`src/sv/resonant_filter_coefficients_macros.svh`:
```
// Assertion macros for the resonant filter coefficient block.
// Used by files that carry concurrent checks; expects clk and rst_n in scope.
`ifndef RESONANT_FILTER_COEFFICIENTS_MACROS_SVH
`define RESONANT_FILTER_COEFFICIENTS_MACROS_SVH

// Clocked check, masked while reset is asserted
`define RFC_ASSERT(lbl, prop, msg) \
    lbl: assert property (@(posedge clk) disable iff (!rst_n) prop) else $error(msg);

// Clocked check that also runs through reset
`define RFC_ASSERT_NR(lbl, prop, msg) \
    lbl: assert property (@(posedge clk) prop) else $error(msg);

`endif

```
`src/sv/rfc_pkg.sv`:
```
// Shared types, constants and constant tables for the resonant filter coefficients.
// No dependencies; imported by rfc_muldiv and resonant_filter_coefficients.
package rfc_pkg;

    localparam int COEF_FRAC_BITS_DEF = 24;
    localparam int DAMP_DEPTH         = 128;
    localparam int MD_W               = 64;

    localparam logic [31:0] DAMP_STEP_Q32  = 32'd4203246592;
    localparam logic [18:0] TWO_PI_Q16     = 19'd411775;
    localparam logic [17:0] MIX_RATE_RESET = 18'd44100;

    localparam logic [25:0] GAIN_MAX    = 26'd33554432;
    localparam logic [26:0] FB1_POS_MAX = 27'd67108863;
    localparam logic [26:0] FB1_NEG_MAG = 27'd67108864;
    localparam logic [25:0] FB2_NEG_MAG = 26'd33554432;

    // shared unit operations
    typedef enum logic {MD_MUL, MD_DIV} md_op_t;

    typedef struct packed {
        logic   start;
        md_op_t op;
    } md_ctrl_t;

    typedef struct packed {
        logic busy;
        logic done;
    } md_stat_t;

    // sequencer states
    typedef enum logic [3:0] {
        ST_IDLE, ST_PREP, ST_TWOPI, ST_RDIV, ST_TMUL,
        ST_RMUL, ST_RECIP, ST_B0, ST_B1, ST_FINISH
    } rfc_state_t;

    typedef logic [16:0] semi_tab_t [12];
    typedef logic [16:0] quarter_tab_t [4];
    typedef logic [23:0] freq_tab_t [48];
    typedef logic [16:0] damp_tab_t [DAMP_DEPTH];

    localparam semi_tab_t SEMITONE_Q16 = '{
        17'd65536, 17'd69433, 17'd73562, 17'd77936, 17'd82570, 17'd87480,
        17'd92682, 17'd98193, 17'd104032, 17'd110217, 17'd116772, 17'd123715
    };
    localparam quarter_tab_t QUARTER_Q16 = '{17'd65536, 17'd66489, 17'd67456, 17'd68438};

    // 110 * 2^(k/48) in Q8.16 for k = 0..47
    function automatic freq_tab_t build_freq_tab();
        freq_tab_t   tab;
        logic [33:0] prod;
        logic [16:0] v;
        for (int i = 0; i < 48; i++) begin
            prod   = 34'(SEMITONE_Q16[i / 4]) * 34'(QUARTER_Q16[i % 4]) + 34'd32768;
            v      = prod[32:16];
            tab[i] = 24'(24'(v) * 24'd110);
        end
        return tab;
    endfunction

    // damping factor per resonance step, Q16, truncated Q32 chain
    function automatic damp_tab_t build_damp_tab();
        damp_tab_t   tab;
        logic [63:0] acc;
        logic [63:0] rnd;
        acc = 64'h1_0000_0000;
        for (int i = 0; i < DAMP_DEPTH; i++) begin
            rnd    = acc + 64'd32768;
            tab[i] = rnd[32:16];
            acc    = (acc * 64'(DAMP_STEP_Q32)) >> 32;
        end
        return tab;
    endfunction

    localparam freq_tab_t FREQ_BASE_TAB = build_freq_tab();
    localparam damp_tab_t DAMP_TAB      = build_damp_tab();

    typedef struct packed {
        logic [2:0] oct;
        logic [5:0] step;
    } oct_split_t;

    // n / 48 and n % 48 for n below 288
    function automatic oct_split_t split_octave(input logic [8:0] n);
        oct_split_t res;
        logic [8:0] rem;
        logic [2:0] oct;
        rem = n;
        oct = '0;
        for (int k = 0; k < 5; k++) begin
            if (rem >= 9'd48) begin
                rem = rem - 9'd48;
                oct = oct + 3'd1;
            end
        end
        res.oct  = oct;
        res.step = rem[5:0];
        return res;
    endfunction

endpackage

```
`src/sv/resonant_filter_coefficients.sv`:
```
// Active update: two 64-step divides plus five shift-add multiplies, each one bit per
// cycle on the shared rfc_muldiv unit; a bypassed update goes from ST_PREP straight to
// ST_FINISH without using the unit. One word at a time, in_ready only when idle;
// the next word may start while the previous result waits in the output register.
// Reset: mix rate 44100, filter off, held coefficients zero, no result pending.
`include "resonant_filter_coefficients_macros.svh"

module resonant_filter_coefficients
    import rfc_pkg::*;
#(
    parameter int COEF_FRAC_BITS = COEF_FRAC_BITS_DEF
)
(
    input  logic               clk,
    input  logic               rst_n,
    input  logic               mix_rate_we,
    input  logic [17:0]        mix_rate_data,
    input  logic               in_valid,
    output logic               in_ready,
    input  logic [7:0]         cutoff_value,
    input  logic [7:0]         resonance_value,
    input  logic signed [9:0]  envelope_modifier,
    input  logic               new_note,
    input  logic               clear_request,
    output logic               out_valid,
    input  logic               out_ready,
    output logic               filter_enabled,
    output logic [25:0]        gain_coef,
    output logic signed [26:0] feedback_one,
    output logic signed [25:0] feedback_two,
    output logic               clear_history
);

    localparam int SH_PROD = 48 - COEF_FRAC_BITS;
    localparam int SH_GAIN = 32 - COEF_FRAC_BITS;

    rfc_state_t state_reg, state_next;

    logic        launched_reg;
    logic [17:0] mix_rate_reg;

    // input word
    logic [7:0]        cut_in_reg;
    logic [7:0]        res_in_reg;
    logic signed [9:0] mod_in_reg;
    logic              note_reg;
    logic              clr_reg;

    // working values
    logic [6:0]  res_reg;
    logic [17:0] rate_reg;
    logic [33:0] freq_reg;
    logic [47:0] twopif_reg;
    logic [25:0] r_reg;
    logic [25:0] tr_reg;
    logic [33:0] e_reg;
    logic [48:0] recip_reg;

    // pending result
    logic        pend_en_reg;
    logic [25:0] pend_gain_reg;
    logic [26:0] pend_fb1_reg;
    logic [25:0] pend_fb2_reg;
    logic        pend_clr_reg;

    // output / held state
    logic        out_valid_reg;
    logic        en_reg;
    logic [25:0] gain_reg;
    logic [26:0] fb1_reg;
    logic [25:0] fb2_reg;
    logic        clrh_reg;

    md_ctrl_t        md_ctrl;
    md_stat_t        md_stat;
    logic [MD_W-1:0] md_a;
    logic [MD_W-1:0] md_b;
    logic [MD_W-1:0] md_result;

    rfc_muldiv u_muldiv (
        .clk    (clk),
        .rst_n  (rst_n),
        .ctrl   (md_ctrl),
        .a      (md_a),
        .b      (md_b),
        .stat   (md_stat),
        .result (md_result)
    );

    // cutoff scaling and clamps
    logic signed [10:0] mod_ext;
    logic signed [19:0] sprod;
    logic [7:0]         cut_scaled;
    logic [6:0]         res_cl;
    logic               bypass;
    oct_split_t         osplit;
    logic [33:0]        freq_raw;
    logic [17:0]        rate_eff;
    logic [33:0]        freq_lim;

    assign mod_ext  = 11'(mod_in_reg) + 11'sd256;
    assign sprod    = $signed({12'd0, cut_in_reg}) * 20'(mod_ext);
    assign res_cl   = (res_in_reg > 8'd127) ? 7'd127 : res_in_reg[6:0];
    assign osplit   = split_octave(9'(cut_scaled) + 9'd12);
    assign freq_raw = 34'(FREQ_BASE_TAB[osplit.step]) << osplit.oct;
    assign rate_eff = (mix_rate_reg == '0) ? 18'd1 : mix_rate_reg;
    assign freq_lim = {1'b0, rate_eff, 15'd0};
    assign bypass   = (res_cl == '0) && (cut_scaled >= 8'd254);

    always_comb
    begin
        if (sprod < 0)
            cut_scaled = '0;
        else if (sprod[19:8] > 12'd255)
            cut_scaled = 8'd255;
        else
            cut_scaled = sprod[15:8];
    end

    // denominator and signed numerator of b0
    logic [16:0] damp_t;
    logic [35:0] den;
    logic [36:0] num_sum;
    logic        num_neg;
    logic [36:0] num_mag;

    assign damp_t  = DAMP_TAB[res_reg];
    assign den     = 36'(tr_reg) + 36'(damp_t) + 36'(e_reg);
    assign num_sum = 37'(tr_reg) + 37'(damp_t) + 37'(e_reg) + 37'(e_reg);
    assign num_neg = num_sum < 37'd65536;
    assign num_mag = num_neg ? (37'd65536 - num_sum) : (num_sum - 37'd65536);

    // saturation of the results
    logic [MD_W-1:0] prod_sh;
    logic [48:0]     gain_sh;
    logic [26:0]     fb1_sat;
    logic [25:0]     fb2_sat;
    logic [25:0]     gain_sat;

    assign prod_sh = md_result >> SH_PROD;
    assign gain_sh = md_result[48:0] >> SH_GAIN;

    always_comb
    begin
        if (num_neg)
            fb1_sat = (prod_sh > MD_W'(FB1_NEG_MAG)) ? (27'd0 - FB1_NEG_MAG)
                                                      : (27'd0 - prod_sh[26:0]);
        else
            fb1_sat = (prod_sh > MD_W'(FB1_POS_MAX)) ? FB1_POS_MAX : prod_sh[26:0];
        fb2_sat  = (prod_sh > MD_W'(FB2_NEG_MAG)) ? (26'd0 - FB2_NEG_MAG)
                                                   : (26'd0 - prod_sh[25:0]);
        gain_sat = (gain_sh > 49'(GAIN_MAX)) ? GAIN_MAX : gain_sh[25:0];
    end

    // state register
    always_ff @(posedge clk or negedge rst_n)
    begin
        if (!rst_n)
            state_reg <= ST_IDLE;
        else
            state_reg <= state_next;
    end

    // next state and shared unit control
    always_comb
    begin
        state_next = state_reg;
        md_ctrl    = '{start: 1'b0, op: MD_MUL};
        md_a       = '0;
        md_b       = '0;
        case (state_reg)
            ST_IDLE:
            begin
                if (in_valid)
                    state_next = ST_PREP;
            end
            ST_PREP:
            begin
                state_next = bypass ? ST_FINISH : ST_TWOPI;
            end
            ST_TWOPI:
            begin
                md_ctrl = '{start: !launched_reg, op: MD_MUL};
                md_a    = MD_W'(freq_reg);
                md_b    = MD_W'(TWO_PI_Q16);
                if (md_stat.done)
                    state_next = ST_RDIV;
            end
            ST_RDIV:
            begin
                md_ctrl = '{start: !launched_reg, op: MD_DIV};
                md_a    = {14'd0, rate_reg, 32'd0};
                md_b    = MD_W'(twopif_reg);
                if (md_stat.done)
                    state_next = ST_TMUL;
            end
            ST_TMUL:
            begin
                md_ctrl = '{start: !launched_reg, op: MD_MUL};
                md_a    = MD_W'(r_reg);
                md_b    = MD_W'(damp_t);
                if (md_stat.done)
                    state_next = ST_RMUL;
            end
            ST_RMUL:
            begin
                md_ctrl = '{start: !launched_reg, op: MD_MUL};
                md_a    = MD_W'(r_reg);
                md_b    = MD_W'(r_reg);
                if (md_stat.done)
                    state_next = ST_RECIP;
            end
            ST_RECIP:
            begin
                md_ctrl = '{start: !launched_reg, op: MD_DIV};
                md_a    = MD_W'(1) << 48;
                md_b    = (den == '0) ? MD_W'(1) : MD_W'(den);
                if (md_stat.done)
                    state_next = ST_B0;
            end
            ST_B0:
            begin
                md_ctrl = '{start: !launched_reg, op: MD_MUL};
                md_a    = MD_W'(num_mag);
                md_b    = MD_W'(recip_reg);
                if (md_stat.done)
                    state_next = ST_B1;
            end
            ST_B1:
            begin
                md_ctrl = '{start: !launched_reg, op: MD_MUL};
                md_a    = MD_W'(e_reg);
                md_b    = MD_W'(recip_reg);
                if (md_stat.done)
                    state_next = ST_FINISH;
            end
            ST_FINISH:
            begin
                if (!out_valid_reg || out_ready)
                    state_next = ST_IDLE;
            end
            default:
            begin
                state_next = ST_IDLE;
            end
        endcase
    end

    // control registers
    always_ff @(posedge clk or negedge rst_n)
    begin
        if (!rst_n)
        begin
            launched_reg  <= 1'b0;
            mix_rate_reg  <= MIX_RATE_RESET;
            out_valid_reg <= 1'b0;
            en_reg        <= 1'b0;
            gain_reg      <= '0;
            fb1_reg       <= '0;
            fb2_reg       <= '0;
            clrh_reg      <= 1'b0;
        end
        else
        begin
            if (mix_rate_we)
                mix_rate_reg <= mix_rate_data;

            if (md_ctrl.start)
                launched_reg <= 1'b1;
            else if (md_stat.done)
                launched_reg <= 1'b0;

            // result load, or drain of a taken word
            if (state_reg == ST_FINISH && (!out_valid_reg || out_ready))
            begin
                out_valid_reg <= 1'b1;
                en_reg        <= pend_en_reg;
                gain_reg      <= pend_gain_reg;
                fb1_reg       <= pend_fb1_reg;
                fb2_reg       <= pend_fb2_reg;
                clrh_reg      <= pend_clr_reg;
            end
            else if (out_ready)
                out_valid_reg <= 1'b0;
        end
    end

    // datapath registers
    always_ff @(posedge clk)
    begin
        case (state_reg)
            ST_IDLE:
            begin
                if (in_valid)
                begin
                    cut_in_reg <= cutoff_value;
                    res_in_reg <= resonance_value;
                    mod_in_reg <= envelope_modifier;
                    note_reg   <= new_note;
                    clr_reg    <= clear_request;
                end
            end
            ST_PREP:
            begin
                res_reg  <= res_cl;
                rate_reg <= rate_eff;
                freq_reg <= (freq_raw > freq_lim) ? freq_lim : freq_raw;
                // bypass keeps held coefficients
                pend_en_reg   <= note_reg ? 1'b0 : en_reg;
                pend_gain_reg <= gain_reg;
                pend_fb1_reg  <= fb1_reg;
                pend_fb2_reg  <= fb2_reg;
                pend_clr_reg  <= 1'b0;
            end
            ST_TWOPI:
            begin
                if (md_stat.done)
                    twopif_reg <= (md_result[63:16] == '0) ? 48'd1 : md_result[63:16];
            end
            ST_RDIV:
            begin
                if (md_stat.done)
                    r_reg <= md_result[25:0];
            end
            ST_TMUL:
            begin
                if (md_stat.done)
                    tr_reg <= md_result[41:16];
            end
            ST_RMUL:
            begin
                if (md_stat.done)
                    e_reg <= md_result[49:16];
            end
            ST_RECIP:
            begin
                if (md_stat.done)
                begin
                    recip_reg     <= md_result[48:0];
                    pend_gain_reg <= gain_sat;
                end
            end
            ST_B0:
            begin
                if (md_stat.done)
                    pend_fb1_reg <= fb1_sat;
            end
            ST_B1:
            begin
                if (md_stat.done)
                begin
                    pend_fb2_reg <= fb2_sat;
                    pend_en_reg  <= 1'b1;
                    pend_clr_reg <= clr_reg;
                end
            end
            default:
            begin
            end
        endcase
    end

    assign in_ready       = (state_reg == ST_IDLE);
    assign out_valid      = out_valid_reg;
    assign filter_enabled = en_reg;
    assign gain_coef      = gain_reg;
    assign feedback_one   = fb1_reg;
    assign feedback_two   = fb2_reg;
    assign clear_history  = clrh_reg;

    // checks
    `RFC_ASSERT(a_start_not_busy, md_ctrl.start |-> !md_stat.busy, "muldiv restarted while busy")
    `RFC_ASSERT(a_idle_unit_free, in_ready |-> (!md_stat.busy && !launched_reg), "idle with unit busy")
    `RFC_ASSERT(a_fb2_nonpos, out_valid |-> (feedback_two[25] || feedback_two == '0), "b1 positive")
    `RFC_ASSERT(a_gain_limit, out_valid |-> (gain_coef <= GAIN_MAX), "a0 above limit")
    `RFC_ASSERT_NR(a_reset_empty, $rose(rst_n) |-> !out_valid, "result pending after reset")

endmodule

```
`src/sv/rfc_muldiv.sv`:
```
// Shared iterative unit: shift-add multiply and restoring divide, one bit per cycle.
// Depends on rfc_pkg (md_ctrl_t, md_stat_t, MD_W).
module rfc_muldiv
    import rfc_pkg::*;
(
    input  logic            clk,
    input  logic            rst_n,
    input  md_ctrl_t        ctrl,
    input  logic [MD_W-1:0] a,
    input  logic [MD_W-1:0] b,
    output md_stat_t        stat,
    output logic [MD_W-1:0] result
);

    localparam int CNT_W = $clog2(MD_W);

    logic             busy_reg;
    logic             done_reg;
    md_op_t           op_reg;
    logic [CNT_W-1:0] cnt_reg;
    logic [MD_W-1:0]  acc_reg;
    logic [MD_W-1:0]  x_reg;
    logic [MD_W-1:0]  y_reg;
    logic [MD_W-1:0]  rem_reg;

    logic [MD_W:0]    rem_sh;
    logic [MD_W:0]    diff;
    logic             q_bit;
    logic [MD_W-1:0]  rem_next;

    // restoring divide step
    assign rem_sh   = {rem_reg, x_reg[MD_W-1]};
    assign diff     = rem_sh - {1'b0, y_reg};
    assign q_bit    = ~diff[MD_W];
    assign rem_next = q_bit ? diff[MD_W-1:0] : rem_sh[MD_W-1:0];

    // control
    always_ff @(posedge clk or negedge rst_n)
    begin
        if (!rst_n)
        begin
            busy_reg <= 1'b0;
            done_reg <= 1'b0;
            op_reg   <= MD_MUL;
            cnt_reg  <= '0;
        end
        else
        begin
            done_reg <= 1'b0;
            if (ctrl.start)
            begin
                busy_reg <= 1'b1;
                op_reg   <= ctrl.op;
                cnt_reg  <= '0;
            end
            else if (busy_reg)
            begin
                if (op_reg == MD_MUL)
                begin
                    if (y_reg == '0)
                    begin
                        busy_reg <= 1'b0;
                        done_reg <= 1'b1;
                    end
                end
                else
                begin
                    cnt_reg <= cnt_reg + 1'b1;
                    if (cnt_reg == CNT_W'(MD_W - 1))
                    begin
                        busy_reg <= 1'b0;
                        done_reg <= 1'b1;
                    end
                end
            end
        end
    end

    // datapath
    always_ff @(posedge clk)
    begin
        if (ctrl.start)
        begin
            acc_reg <= '0;
            x_reg   <= a;
            y_reg   <= b;
            rem_reg <= '0;
        end
        else if (busy_reg)
        begin
            if (op_reg == MD_MUL)
            begin
                if (y_reg[0])
                    acc_reg <= acc_reg + x_reg;
                x_reg <= x_reg << 1;
                y_reg <= y_reg >> 1;
            end
            else
            begin
                rem_reg <= rem_next;
                acc_reg <= {acc_reg[MD_W-2:0], q_bit};
                x_reg   <= x_reg << 1;
            end
        end
    end

    assign stat.busy = busy_reg;
    assign stat.done = done_reg;
    assign result    = acc_reg;

endmodule

```
`config.mk`:
```
export PLATFORM = sky130hd
export DESIGN_NAME = resonant_filter_coefficients
export DESIGN_NICKNAME = d
export VERILOG_FILES = /design/src/sv/rfc_pkg.sv /design/src/sv/resonant_filter_coefficients.sv /design/src/sv/rfc_muldiv.sv
export VERILOG_INCLUDE_DIRS = /design/src /design/src/sv
export SDC_FILE = /design/constraint.sdc
export NUM_CORES = 2
export LEC_CHECK = 0
export ABC_AREA = 1
export BUFFER_PORTS_ARGS = -buffer_cell sky130_fd_sc_hd__buf_2
export CELL_PAD_IN_SITES_DETAIL_PLACEMENT = 0
export CELL_PAD_IN_SITES_GLOBAL_PLACEMENT = 1
export CORE_MARGIN = 5
export CORE_UTILIZATION = 30
export DETAILED_ROUTE_END_ITERATION = 16
export PLACE_DENSITY_LB_ADDON = 0.1
export SETUP_SLACK_MARGIN = 0.4
export SLEW_MARGIN = 20
export SYNTH_ARGS = -nofsm -noshare
export SYNTH_HDL_FRONTEND = slang
export SYNTH_SLANG_ARGS = --single-unit
```
`constraint.sdc`:
```
create_clock -name clk -period 13.5 [get_ports clk]
set_input_delay 2.025 -clock clk [delete_from_list [all_inputs] [get_ports clk]]
set_output_delay 2.025 -clock clk [all_outputs]
set_load 0.02 [all_outputs]
```
==> summary.md <==
| Metric | Value |
|---|---|
| Core area | 0.161 sq mm |
| Vias | 41100 |
| CTS H-tree lvls | 3 |
| Critical path class | reg2reg |
| CP bufs+invs | 17 |
| Hold Fails Final Rpt | 0 |
| Max Cap Viol | 0 |
| Fmax | 83.0 MHz |
| Share of cells above drive strength 1 | 10.7% |
| Proportion of synthesized chip area in sequential cells | 39.8% |
| Starting Density | 30.2% |
| Clock period minus final worst setup slack | 12.05 ns |
| FP Rows | 147 |
| HP Class | reg2reg |
| Post-synth ARST share | 16.2% |
| Total Die Area | 0.170 sq mm |
| Crit-path most repeated cell | nand2_1 |
| Dpl cells | 7942 |
| First-pass GRT wire length | 265000 microns |
| Skew final | 0.0478 ns |
| Clk sinks | 704 |
| Critical Path Fanout Max | 17 |
| Critical Path Max Stage Delay | 0.53 ns |
| Final setup margin | 1.45 ns |
| Post-synth top flop | edfxtp_1 |
| Clock Latency Late Sink | 0.71 ns |
| Post-route cell area | 0.0551 sq mm |
| DIE HEIGHT | 412 microns |
| Antenna violations before repair | 6 |
| Longest Clk Path Bufs | 3 |
| CTS Buf Count | 90 |
| CTS root buf | clkbuf_16 |
| Worst EP arrival | 12.50 ns |
| Worst-Margin Slew | 1.17 ns |
| Post-route ant nets | 0 |
| Max-slew violations | 0 |
| I/O pin count | 134 |
| # DRC | 0 |
| Dpl ws | -0.240 ns |
| Max-slew headroom | 22.3% |
| Layout Area Growth over Synthesis | 13.6% |
| Synth cell types | 68 |
| Warnings from Yosys | 0 |
| Fin cells | 8140 |
| Period utilisation layout | 89.3% |
| Die width | 412 microns |
| CP required | 13.95 ns |
| Violation count after the first detailed-route iteration | 3007 |
| # setup viols final | 0 |
| CP top delay family | simple AND/OR/NAND/NOR gates |
| Largest net degree at the start of global routing | 168 |
| Drt total wl | 176000 microns |
| GP Congestion | 0.860 |
| HPWL Detailed | 129000 microns |
| Setup TNS Final | 0 ns |
| Remaining global-route overflow | 0 |
| Syn_area_per_cell | 8.26 sq um |
| Outcome | complete, no violations |
| Pre-Repair DR Iteration Count | 5 |
| Post-synth EDFFs | 462 |
| Flops & latches, synth | 704 |
| Vias in the first global route | 40600 |
| Unrepaired setup endpoints after global routing | no |
| Mapped Cells | 5870 |
| DR WL/cell | 21.6 microns |
| Via/cell ratio | 5.05 |
| Placed Area | 0.0516 sq mm |
| Critical path launch point type | register |
| CTS tree | yes |
| Crit. End Element | register |
| I/O Buffers | 133 |
| CTS clk-pin slew, worst paths | 0.07 ns |
| Fillcell total | 16900 |
| Crit-path slowest cell | fa_1 |
| GRT Util Overall | 20.3% |
| Mapped Area | 0.0485 sq mm |
| Antenna cells | 0 |
| Layout Nets | 6353 |
metrics by stage:
stage                     hold WS (ns)  util, %
final                            0.465     34.3
after detailed placement         0.464     32.1
after global routing             0.484     34.3
after CTS                        0.474     34.1
after floorplan                  0.454        -
after global placement           0.457     32.1
layout by cell type (no fill, tap or decap), types with 109 or more instances in the layout:
| cell type | count |
|---|---|
| dfxtp_1 | 128 |
| buf_4 | 109 |
| ha_1 | 286 |
| xor2_1 | 144 |
| nand2_1 | 1118 |
| inv_1 | 701 |
| nand3_1 | 279 |
| nor2_1 | 462 |
| buf_2 | 132 |
| o21ai_0 | 379 |
| a21oi_1 | 499 |
| edfxtp_1 | 462 |
area by class of cell:
class,instances,area (sq um),share of cell area [%]
Inverter,726,2750,4.99
Clock inverter,60,691,1.25
Timing Repair Buffer,251,1640,2.97
Clock buffer,108,2380,4.32
Multi-Input combinational cell,4131,25600,46.5
Sequential cell,704,19300,35.0
Tap cell,2160,2700,4.91
synthesized netlist by cell type (6+ instances only):
cell / n / area [sq um]
nand2_1: 1129 / 4240
inv_1: 706 / 2650
a21oi_1: 499 / 2500
nor2_1: 480 / 1800
edfxtp_1: 462 / 13900
o21ai_0: 392 / 1960
ha_1: 295 / 3690
nand3_1: 280 / 1400
clkbuf_1: 279 / 1050
xor2_1: 146 / 1280
dfxtp_1: 128 / 2560
dfrtp_1: 108 / 2700
fa_1: 103 / 2060
mux2_2: 83 / 935
o211ai_1: 79 / 593
xnor2_1: 69 / 604
nand4_1: 58 / 363
nor3_1: 48 / 240
o31ai_1: 42 / 315
a31oi_1: 40 / 250
a22oi_1: 36 / 270
o21bai_1: 31 / 233
nor4_1: 29 / 181
a221oi_1: 28 / 245
nand2_2: 24 / 150
o311ai_0: 24 / 210
a41oi_1: 20 / 175
nor2_2: 18 / 113
a21o_1: 17 / 128
o221ai_1: 16 / 140
o22ai_1: 16 / 100
or2_2: 16 / 100
inv_2: 15 / 56.3
a21boi_0: 14 / 105
a32oi_1: 14 / 123
buf_1: 13 / 48.8
buf_2: 13 / 65.1
a211oi_1: 11 / 82.6
o21a_1: 8 / 60.1
a22o_1: 6 / 52.6
dfstp_2: 6 / 158
nand3b_1: 6 / 45.0
o21ai_1: 6 / 30.0
worst paths after layout:
path	start	end	slack, ns	cells after the start
max	mod_in_reg[8]	freq_reg[4]	1.45	78
min	pend_fb1_reg[20]	feedback_one[20]	0.46	1
max reg2reg	mod_in_reg[8]	freq_reg[4]	1.45	78
min reg2reg	pend_fb1_reg[20]	feedback_one[20]	0.46	1
max in group asynchronous	rst_n	filter_enabled	10.85	2
min in group asynchronous	rst_n	feedback_one[21]	1.37	1
cell families after synthesis:
group | synth area share [%]
AO/OA/AOI/OAI | 16.0
XOR/XNOR | 3.98
adder cells (fa/ha/maj) | 11.9
buffers and inverters | 8.13
flip-flops | 39.8
multiplexers | 1.95
other | 0.00773
AND/OR/NAND/NOR | 18.3
metal layers:
| metal | share of wire [%] | wire [microns] | vias to the layer above | global-route usage [%] |
|---|---|---|---|---|
| met5 | 0 | 0 | - | 0 |
| met2 | 43 | 74700 | 961 | 30.5 |
| met4 | 2.1 | 3650 | 0 | 4.68 |
| li1 | - | - | 20000 | - |
| met1 | 51 | 88900 | 19900 | 30.9 |
| met3 | 4.8 | 8360 | 174 | 2.63 |
timing repair:
action,4_1_cts,5_1_grt
setup buffers,3,25
gates resized for setup,11,50
hold buffers,0,0
endpoints found under the setup margin,30,30
gates cloned,0,1
pin swaps,1,10
Power is not shown: default switching activity piles up to over one toggle a cycle in this logic, so the estimate is an artifact.
